<file path="src/sv/uer_pkg.sv">
`timescale 1ns / 1ps
// Shared types and constants of the ultrasonic echo ranger.
// Depends on nothing; imported by every module of the block.
package uer_pkg;

  // Counter sizing: one bit above the count so the overrun tick is seen
  localparam int COUNT_BITS = 16;
  localparam int CNT_W      = COUNT_BITS + 1;

  // Configuration port sizing and register indexes
  localparam int CFG_IDX_W  = 2;
  localparam int CFG_DATA_W = 16;
  localparam logic [CFG_IDX_W-1:0] REG_TIMEOUT_LIMIT = 2'd0;
  localparam logic [CFG_IDX_W-1:0] REG_ECHO_POLARITY = 2'd1;
  localparam logic [CFG_IDX_W-1:0] REG_TRIG_LOW      = 2'd2;
  localparam logic [CFG_IDX_W-1:0] REG_TRIG_HIGH     = 2'd3;

  // Register reset values
  localparam logic [15:0] TIMEOUT_RST   = 16'd30000;
  localparam logic        POLARITY_RST  = 1'b1;
  localparam logic [7:0]  TRIG_LOW_RST  = 8'd2;
  localparam logic [7:0]  TRIG_HIGH_RST = 8'd10;

  // Distance scaling: (width * DIST_MUL) >> 16, saturated at DIST_MAX
  localparam int DIST_W    = 17;
  localparam int PROD_W    = 16 + DIST_W;
  localparam logic [PROD_W-1:0] DIST_MUL = 33'd112604;
  localparam logic [DIST_W-1:0] DIST_MAX = 17'd112600;

  // Status codes
  localparam logic [1:0] ST_OK         = 2'd0;
  localparam logic [1:0] ST_OLD_PULSE  = 2'd1;
  localparam logic [1:0] ST_NO_START   = 2'd2;
  localparam logic [1:0] ST_WIDTH_OVER = 2'd3;

  typedef struct packed {
    logic [15:0] timeout_limit;
    logic        echo_polarity;
    logic [7:0]  trig_low;
    logic [7:0]  trig_high;
  } cfg_t;

  typedef struct packed {
    logic        trigger;
    logic        busy;
    logic        done;
    logic [1:0]  status;
    logic [15:0] width;
  } seq_res_t;

endpackage

</file>
<file path="src/sv/uer_cfg.sv">
`timescale 1ns / 1ps
// Configuration register bank of the ultrasonic echo ranger.
// Depends on uer_pkg for the register indexes, reset values and cfg_t.
module uer_cfg
  import uer_pkg::*;
(
  input  logic                  clk,
  input  logic                  rst_n,
  input  logic                  cfg_we,
  input  logic [CFG_IDX_W-1:0]  cfg_index,
  input  logic [CFG_DATA_W-1:0] cfg_wdata,
  output cfg_t                  cfg
);

  cfg_t cfg_r;

  // Write the addressed register; reset restores defaults
  always_ff @(posedge clk) begin
    if (!rst_n) begin
      cfg_r.timeout_limit <= TIMEOUT_RST;
      cfg_r.echo_polarity <= POLARITY_RST;
      cfg_r.trig_low      <= TRIG_LOW_RST;
      cfg_r.trig_high     <= TRIG_HIGH_RST;
    end else if (cfg_we) begin
      case (cfg_index)
        REG_TIMEOUT_LIMIT: cfg_r.timeout_limit <= cfg_wdata;
        REG_ECHO_POLARITY: cfg_r.echo_polarity <= cfg_wdata[0];
        REG_TRIG_LOW:      cfg_r.trig_low      <= cfg_wdata[7:0];
        REG_TRIG_HIGH:     cfg_r.trig_high     <= cfg_wdata[7:0];
        default:           cfg_r <= cfg_r;
      endcase
    end
  end

  assign cfg = cfg_r;

endmodule

</file>
<file path="src/sv/uer_seq.sv">
`timescale 1ns / 1ps
// Measurement sequencer: phase and phase counter, one tick per step.
// Depends on uer_pkg for cfg_t, seq_res_t, counter width and status codes.
module uer_seq
  import uer_pkg::*;
(
  input  logic     clk,
  input  logic     rst_n,
  input  logic     step,
  input  logic     start,
  input  logic     echo,
  input  cfg_t     cfg,
  output seq_res_t res
);

  typedef enum logic [2:0] {
    PH_IDLE   = 3'd0,
    PH_TLOW   = 3'd1,
    PH_THIGH  = 3'd2,
    PH_WEND   = 3'd3,
    PH_WSTART = 3'd4,
    PH_MEAS   = 3'd5
  } phase_t;

  phase_t           phase_r, phase_nxt;
  logic [CNT_W-1:0] cnt_r, cnt_nxt;
  logic [CNT_W-1:0] lim;
  logic             active;
  logic             go;

  // Cap the timeout at the counter range
  generate
    if (COUNT_BITS >= 16) begin : g_nocap
      assign lim = CNT_W'(cfg.timeout_limit);
    end else begin : g_cap
      assign lim = (|cfg.timeout_limit[15:COUNT_BITS]) ?
                   {1'b0, {COUNT_BITS{1'b1}}} :
                   {1'b0, cfg.timeout_limit[COUNT_BITS-1:0]};
    end
  endgenerate

  assign active = (echo == cfg.echo_polarity);

  // Walk the phases for this tick; a phase that completes falls through
  always_comb begin
    phase_nxt = phase_r;
    cnt_nxt   = cnt_r;
    go        = 1'b1;
    res       = '0;

    if (phase_nxt == PH_IDLE) begin
      if (!start) begin
        go = 1'b0;
      end else begin
        phase_nxt = PH_TLOW;
        cnt_nxt   = '0;
      end
    end
    if (go) res.busy = 1'b1;

    if (go && phase_nxt == PH_TLOW) begin
      if (cnt_nxt < CNT_W'(cfg.trig_low)) begin
        cnt_nxt = cnt_nxt + CNT_W'(1);
        go      = 1'b0;
      end else begin
        phase_nxt = PH_THIGH;
        cnt_nxt   = '0;
      end
    end

    if (go && phase_nxt == PH_THIGH) begin
      if (cnt_nxt < CNT_W'(cfg.trig_high)) begin
        cnt_nxt     = cnt_nxt + CNT_W'(1);
        res.trigger = 1'b1;
        go          = 1'b0;
      end else begin
        phase_nxt = PH_WEND;
        cnt_nxt   = '0;
      end
    end

    // Wait for an earlier pulse to end
    if (go && phase_nxt == PH_WEND) begin
      if (active) begin
        cnt_nxt = cnt_nxt + CNT_W'(1);
        go      = 1'b0;
        if (cnt_nxt > lim) begin
          res.done   = 1'b1;
          res.status = ST_OLD_PULSE;
        end
      end else begin
        phase_nxt = PH_WSTART;
        cnt_nxt   = '0;
      end
    end

    // Wait for the pulse to begin; its first active tick counts
    if (go && phase_nxt == PH_WSTART) begin
      go = 1'b0;
      if (!active) begin
        cnt_nxt = cnt_nxt + CNT_W'(1);
        if (cnt_nxt > lim) begin
          res.done   = 1'b1;
          res.status = ST_NO_START;
        end
      end else begin
        phase_nxt = PH_MEAS;
        cnt_nxt   = CNT_W'(1);
        if (cnt_nxt > lim) begin
          res.done   = 1'b1;
          res.status = ST_WIDTH_OVER;
        end
      end
    end

    // Count active ticks until the pulse drops
    if (go && phase_nxt == PH_MEAS) begin
      go = 1'b0;
      if (!active) begin
        res.done   = 1'b1;
        res.status = ST_OK;
        res.width  = 16'(cnt_nxt);
      end else begin
        cnt_nxt = cnt_nxt + CNT_W'(1);
        if (cnt_nxt > lim) begin
          res.done   = 1'b1;
          res.status = ST_WIDTH_OVER;
        end
      end
    end

    // Drop back to idle on an unused phase code
    if (go && res.busy) begin
      phase_nxt = PH_IDLE;
      cnt_nxt   = '0;
      res.busy  = 1'b0;
    end

    // Finish: idle on the next tick
    if (res.done) begin
      phase_nxt = PH_IDLE;
      cnt_nxt   = '0;
      res.busy  = 1'b0;
    end
  end

  // Advance state once per stepped tick
  always_ff @(posedge clk) begin
    if (!rst_n) begin
      phase_r <= PH_IDLE;
      cnt_r   <= '0;
    end else if (step) begin
      phase_r <= phase_nxt;
      cnt_r   <= cnt_nxt;
    end
  end

`ifndef SYNTHESIS
  a_done_idle: assert property (@(posedge clk) disable iff (!rst_n)
    step && res.done |=> phase_r == PH_IDLE && cnt_r == '0)
    else $error("sequencer not idle after finish");
  a_idle_cnt: assert property (@(posedge clk) disable iff (!rst_n)
    phase_r == PH_IDLE |-> cnt_r == '0)
    else $error("counter nonzero in idle");
  a_trig_phase: assert property (@(posedge clk) disable iff (!rst_n)
    step && res.trigger |=> phase_r == PH_THIGH)
    else $error("trigger driven outside trigger-high phase");
  a_hold: assert property (@(posedge clk) disable iff (!rst_n)
    !step |=> $stable(phase_r) && $stable(cnt_r))
    else $error("state moved without a step");
  a_done_status: assert property (@(posedge clk) disable iff (!rst_n)
    !res.done |-> res.status == ST_OK && res.width == '0)
    else $error("result fields set without finish");
`endif

endmodule

</file>
<file path="src/sv/ultrasonic_echo_ranger_core.sv">
`timescale 1ns / 1ps
// Ultrasonic echo ranger: one request per microsecond tick, one result each.
// Each accepted request waits in the input register until its result is registered.
// Throughput: one request per cycle while out_ready holds; each register holds one.
// Reset (rst_n low, synchronous): sequencer idle, counter zero, both stages
// empty, configuration back to its defaults.
// Depends on uer_pkg, uer_cfg and uer_seq.
module ultrasonic_echo_ranger_core
  import uer_pkg::*;
(
  input  logic                  clk,
  input  logic                  rst_n,
  input  logic                  in_valid,
  output logic                  in_ready,
  input  logic                  in_start_request,
  input  logic                  in_echo_level,
  output logic                  out_valid,
  input  logic                  out_ready,
  output logic                  out_trigger_level,
  output logic                  out_busy_res,
  output logic                  out_done_res,
  output logic [1:0]            out_status,
  output logic [15:0]           out_pulse_width,
  output logic [DIST_W-1:0]     out_distance_centi,
  input  logic                  cfg_we,
  input  logic [CFG_IDX_W-1:0]  cfg_index,
  input  logic [CFG_DATA_W-1:0] cfg_wdata
);

  cfg_t              cfg;
  seq_res_t          res;
  logic              s1_valid_r;
  logic              s1_start_r;
  logic              s1_echo_r;
  logic              adv;
  logic              out_valid_r;
  seq_res_t          out_res_r;
  logic [DIST_W-1:0] dist_r;
  logic [PROD_W-1:0] prod;
  logic [DIST_W-1:0] dist_nxt;

  uer_cfg u_cfg (
    .clk       (clk),
    .rst_n     (rst_n),
    .cfg_we    (cfg_we),
    .cfg_index (cfg_index),
    .cfg_wdata (cfg_wdata),
    .cfg       (cfg)
  );

  uer_seq u_seq (
    .clk   (clk),
    .rst_n (rst_n),
    .step  (adv),
    .start (s1_start_r),
    .echo  (s1_echo_r),
    .cfg   (cfg),
    .res   (res)
  );

  // Move the held request on when the result register is free
  assign adv      = s1_valid_r && (!out_valid_r || out_ready);
  assign in_ready = !s1_valid_r || adv;

  // Hold the accepted request
  always_ff @(posedge clk) begin
    if (!rst_n) begin
      s1_valid_r <= 1'b0;
    end else if (in_ready) begin
      s1_valid_r <= in_valid;
    end
  end

  always_ff @(posedge clk) begin
    if (in_valid && in_ready) begin
      s1_start_r <= in_start_request;
      s1_echo_r  <= in_echo_level;
    end
  end

  // Scale width to distance and saturate
  assign prod     = PROD_W'(res.width) * DIST_MUL;
  assign dist_nxt = (prod[PROD_W-1:16] > DIST_MAX) ? DIST_MAX : prod[PROD_W-1:16];

  // Result register
  always_ff @(posedge clk) begin
    if (!rst_n) begin
      out_valid_r <= 1'b0;
    end else if (adv) begin
      out_valid_r <= 1'b1;
    end else if (out_ready) begin
      out_valid_r <= 1'b0;
    end
  end

  always_ff @(posedge clk) begin
    if (adv) begin
      out_res_r <= res;
      dist_r    <= dist_nxt;
    end
  end

  assign out_valid          = out_valid_r;
  assign out_trigger_level  = out_res_r.trigger;
  assign out_busy_res       = out_res_r.busy;
  assign out_done_res       = out_res_r.done;
  assign out_status         = out_res_r.status;
  assign out_pulse_width    = out_res_r.width;
  assign out_distance_centi = dist_r;

endmodule

</file>
<file path="config.mk">
export PLATFORM = sky130hd
export DESIGN_NAME = ultrasonic_echo_ranger_core
export DESIGN_NICKNAME = d
export VERILOG_FILES = /design/src/sv/uer_pkg.sv /design/src/sv/uer_cfg.sv /design/src/sv/uer_seq.sv /design/src/sv/ultrasonic_echo_ranger_core.sv
export SDC_FILE = /design/constraint.sdc
export NUM_CORES = 1
export LEC_CHECK = 0
export ABC_AREA = 1
export BUFFER_PORTS_ARGS = -buffer_cell sky130_fd_sc_hd__buf_4
export CAP_MARGIN = 20
export CORE_MARGIN = 2
export CORE_UTILIZATION = 48
export CTS_CLUSTER_SIZE = 12
export DETAILED_ROUTE_END_ITERATION = 12
export PLACE_DENSITY = 0.76
export SYNTH_ARGS = -nofsm -noshare
export SYNTH_HDL_FRONTEND = slang
export SYNTH_SLANG_ARGS = --single-unit
export TNS_END_PERCENT = 30
</file>
<file path="constraint.sdc">
create_clock -name clk -period 16.9 [get_ports clk]
set_input_delay 1.69 -clock clk [delete_from_list [all_inputs] [get_ports clk]]
set_output_delay 1.69 -clock clk [all_outputs]
set_load 0.01 [all_outputs]
</file>
==> out/qor.yml <==
run_status:
  outcome: "complete, no violations"
placement:
  place_congestion: 0.974
  portBuffers: 64
  place_ws_ns: 4.18
  dpl.hpwl_mm: 29.9
hold_path:
  hp-class: "flip-flop to flip-flop"
worst_setup_path:
  end_kind: "flip-flop"
  cp_common_cell: "nand2_1"
  crit_type: "flip-flop to flip-flop"
  slowest_stage: "fa_1"
  start_kind: "flip-flop"
  arrival_ns: 13.10
  slowest_delay_ns: 0.58
  worstPathMaxFanout: 17
  critical_path_required_ns: 17.13
cts:
  postCtsSetupRepairBufs: 0
  clock_latency_ns: 0.36
  ctsResizeCount: 0
  numCtsBuffers: 9
  clk_pin_slew_ns: 0.08
  clkSinkCount: 95
  cts_tree: "yes"
  cts_hold_buf: 0
  htreeDepth: 3
  cts_buffer_depth: 2
  cts_root_buf: "clkbuf_16"
logic_synthesis:
  avgSynthCellArea_um2: 7.70
  syn-num-nets: 1981
  synth_most_common_cell: "inv_1"
  yosysUniqueCellTypes: 57
  syn_area_um2: 12900
  ys_warn_count: 0
  synth_edf_count: 40
  ys_seq_area_share_pct: 17.8
  synthCells: 1678
  synth_top_area_cell: "fa_1"
  yosysTopAreaCellShare_pct: 16.9
  synth_ff_type: "dfxtp_1"
  synth-seq-cells: 95
  ys_async_sr_fraction_pct: 0
  synthTopCellsByCount: "320 x inv_1, 302 x nand2_1, 169 x ha_1"
  netlist_top_cells_area: "fa_1 17%, ha_1 16%, edfxtp_1 9.3%"
sta:
  setup_viol: 0
  worst_slew_pin_slew_ns: 1.03
  tns_ns: 0
  slew_viol_final: 0
  slew_headroom_pct: 31.1
  fin_ws_ns: 4.03
  rsz0062_at_grt: "no"
  period_minus_slack_ns: 12.87
  fin_skew_ns: 0.00869
  final_hold_viol_count: 0
  fmax_mhz: 77.7
  post-route-period-util_pct: 76.1
final_layout:
  antennaDiodeCount: 0
  n_fill_cell: 2576
  area_growth_pct: 8.46
  nets: 2034
  layout-drive-gt1-share_pct: 11.6
global_routing:
  antenna_found_initial: 0
  grt_pass1_wl_mm: 57.4
  grt_max_degree: 72
  grt_use_total_pct: 25.8
  grt-ovfl-total: 0
  grt_pass1_vias: 11000
power:
  power_density_nw_per_um2: 40.7
  ir_drop_mv: 0.0492
  p_leak_nw: 7.66
drt:
  wl_met3_mm: 2.42
  ant_nets: 0
  dr.max_layer_used: "met4"
  drtIter0Drc: 899
  met1_length_mm: 15.1
  firstDrtPassIters: 6
  routed_via_density: 5.40
  remaining_drc_errors: 0
  wl_mm: 35.5
  wl_per_cell_um: 17.1
  wl_met2_mm: 16.9
  via_count: 11200
floorplan:
  dieArea_um2: 28300
  initial_utilization_pct: 48.4
  rows: 60
  die-width_um: 168
  die_h_um: 168
  io_pins: 65
  core_area_um2: 26700
run:
  max-cap-violations: 0
path summary, 6_finish.rpt:
path                                       from                                   to  slack, ns  cells past startpoint
setup reg to reg  u_seq.phase_r[1]$_SDFFE_PN0P_  out_distance_centi[7]$_SDFFCE_PN1P_       4.03                     64
setup / recovery  u_seq.phase_r[1]$_SDFFE_PN0P_  out_distance_centi[7]$_SDFFCE_PN1P_       4.03                     64
hold / removal        u_cfg.cfg[5]$_SDFFE_PN0P_            u_cfg.cfg[5]$_SDFFE_PN0P_       0.47                      2
hold reg to reg       u_cfg.cfg[5]$_SDFFE_PN0P_            u_cfg.cfg[5]$_SDFFE_PN0P_       0.47                      2
final cells by class:
| type | instances | area [µm²] | area share [%] |
|---|---|---|---|
| well taps | 341 | 427 | 3.04 |
| repair buffers | 66 | 495 | 3.53 |
| flip-flops and latches | 95 | 2300 | 16.4 |
| clock buffers | 9 | 225 | 1.61 |
| inverters | 347 | 1310 | 9.33 |
| clock inverters | 7 | 83.8 | 0.598 |
| multi-input cells | 1212 | 9180 | 65.5 |
cells by family (layout without fill, tap and decap cells):
group / Yosys count / after routing / synth area share, %
AO/OA/AOI/OAI: 210 / 210 / 9.47
buffers and inverters: 371 / 429 / 11.2
XOR/XNOR: 41 / 41 / 2.95
adder cells (fa/ha/maj): 278 / 278 / 33.2
flip-flops: 95 / 95 / 17.8
AND/OR/NAND/NOR: 683 / 683 / 25.3
critical path: cells and delay by family (launching register included):
family	cells	cell delay [ns]
simple gates	34	4.83
fa+ha+maj	10	4.00
compound gates	10	2.09
buf+inv	8	0.83
xor+xnor	2	0.57
flops	1	0.39
state kept, by name, summed over array words and instances, names as in the netlist, 2 cells and up:
signal              count
u_seq.cnt_r            17
out_distance_centi     17
out_pulse_width        16
u_cfg.cfg              33
u_seq.phase_r           3
out_status              2
per-stage QoR:
step	area [µm²]	hold slack [ns]	utilization (%)	power [mW]	std cells
after floorplan	12900	0.435	-	0.324	1678
after global placement	13700	0.449	51.3	0.355	2061
after detailed placement	13700	0.462	51.3	0.358	2061
after CTS	14000	0.474	52.5	0.573	2077
after global routing	14000	0.497	52.5	0.596	2077
final	14000	0.473	52.5	0.571	2077
metal layers:
metal | vias to the layer above | track usage [%]
met1 | 5282 | 34.0
met3 | 73 | 4.11
li1 | 5475 | -
met4 | 0 | 7.83
met2 | 378 | 43.7
met5 | - | 0
power breakdown:
group	total, mW	internal [mW]	switching, mW
clock network	0.217	0.106	0.110
logic	0.103	0.0348	0.0677
registers	0.251	0.247	0.00422
total	0.571	0.388	0.182
placed cells by master, fill, tap and decap left out, types with 10 or more instances in the layout:
cell,count
inv_1,320
nand2_1,302
ha_1,169
nor2_1,147
fa_1,109
a21oi_1,83
nand3_1,83
buf_4,66
o21ai_0,56
dfxtp_1,55
edfxtp_1,40
nand4_1,27
nor2_2,25
xor2_1,25
nand2_2,24
o211ai_1,21
inv_2,20
nor3_1,14
xnor2_1,13
nand2_4,11
o21ai_1,10
Note: power is estimated with default switching activity, not from simulation.
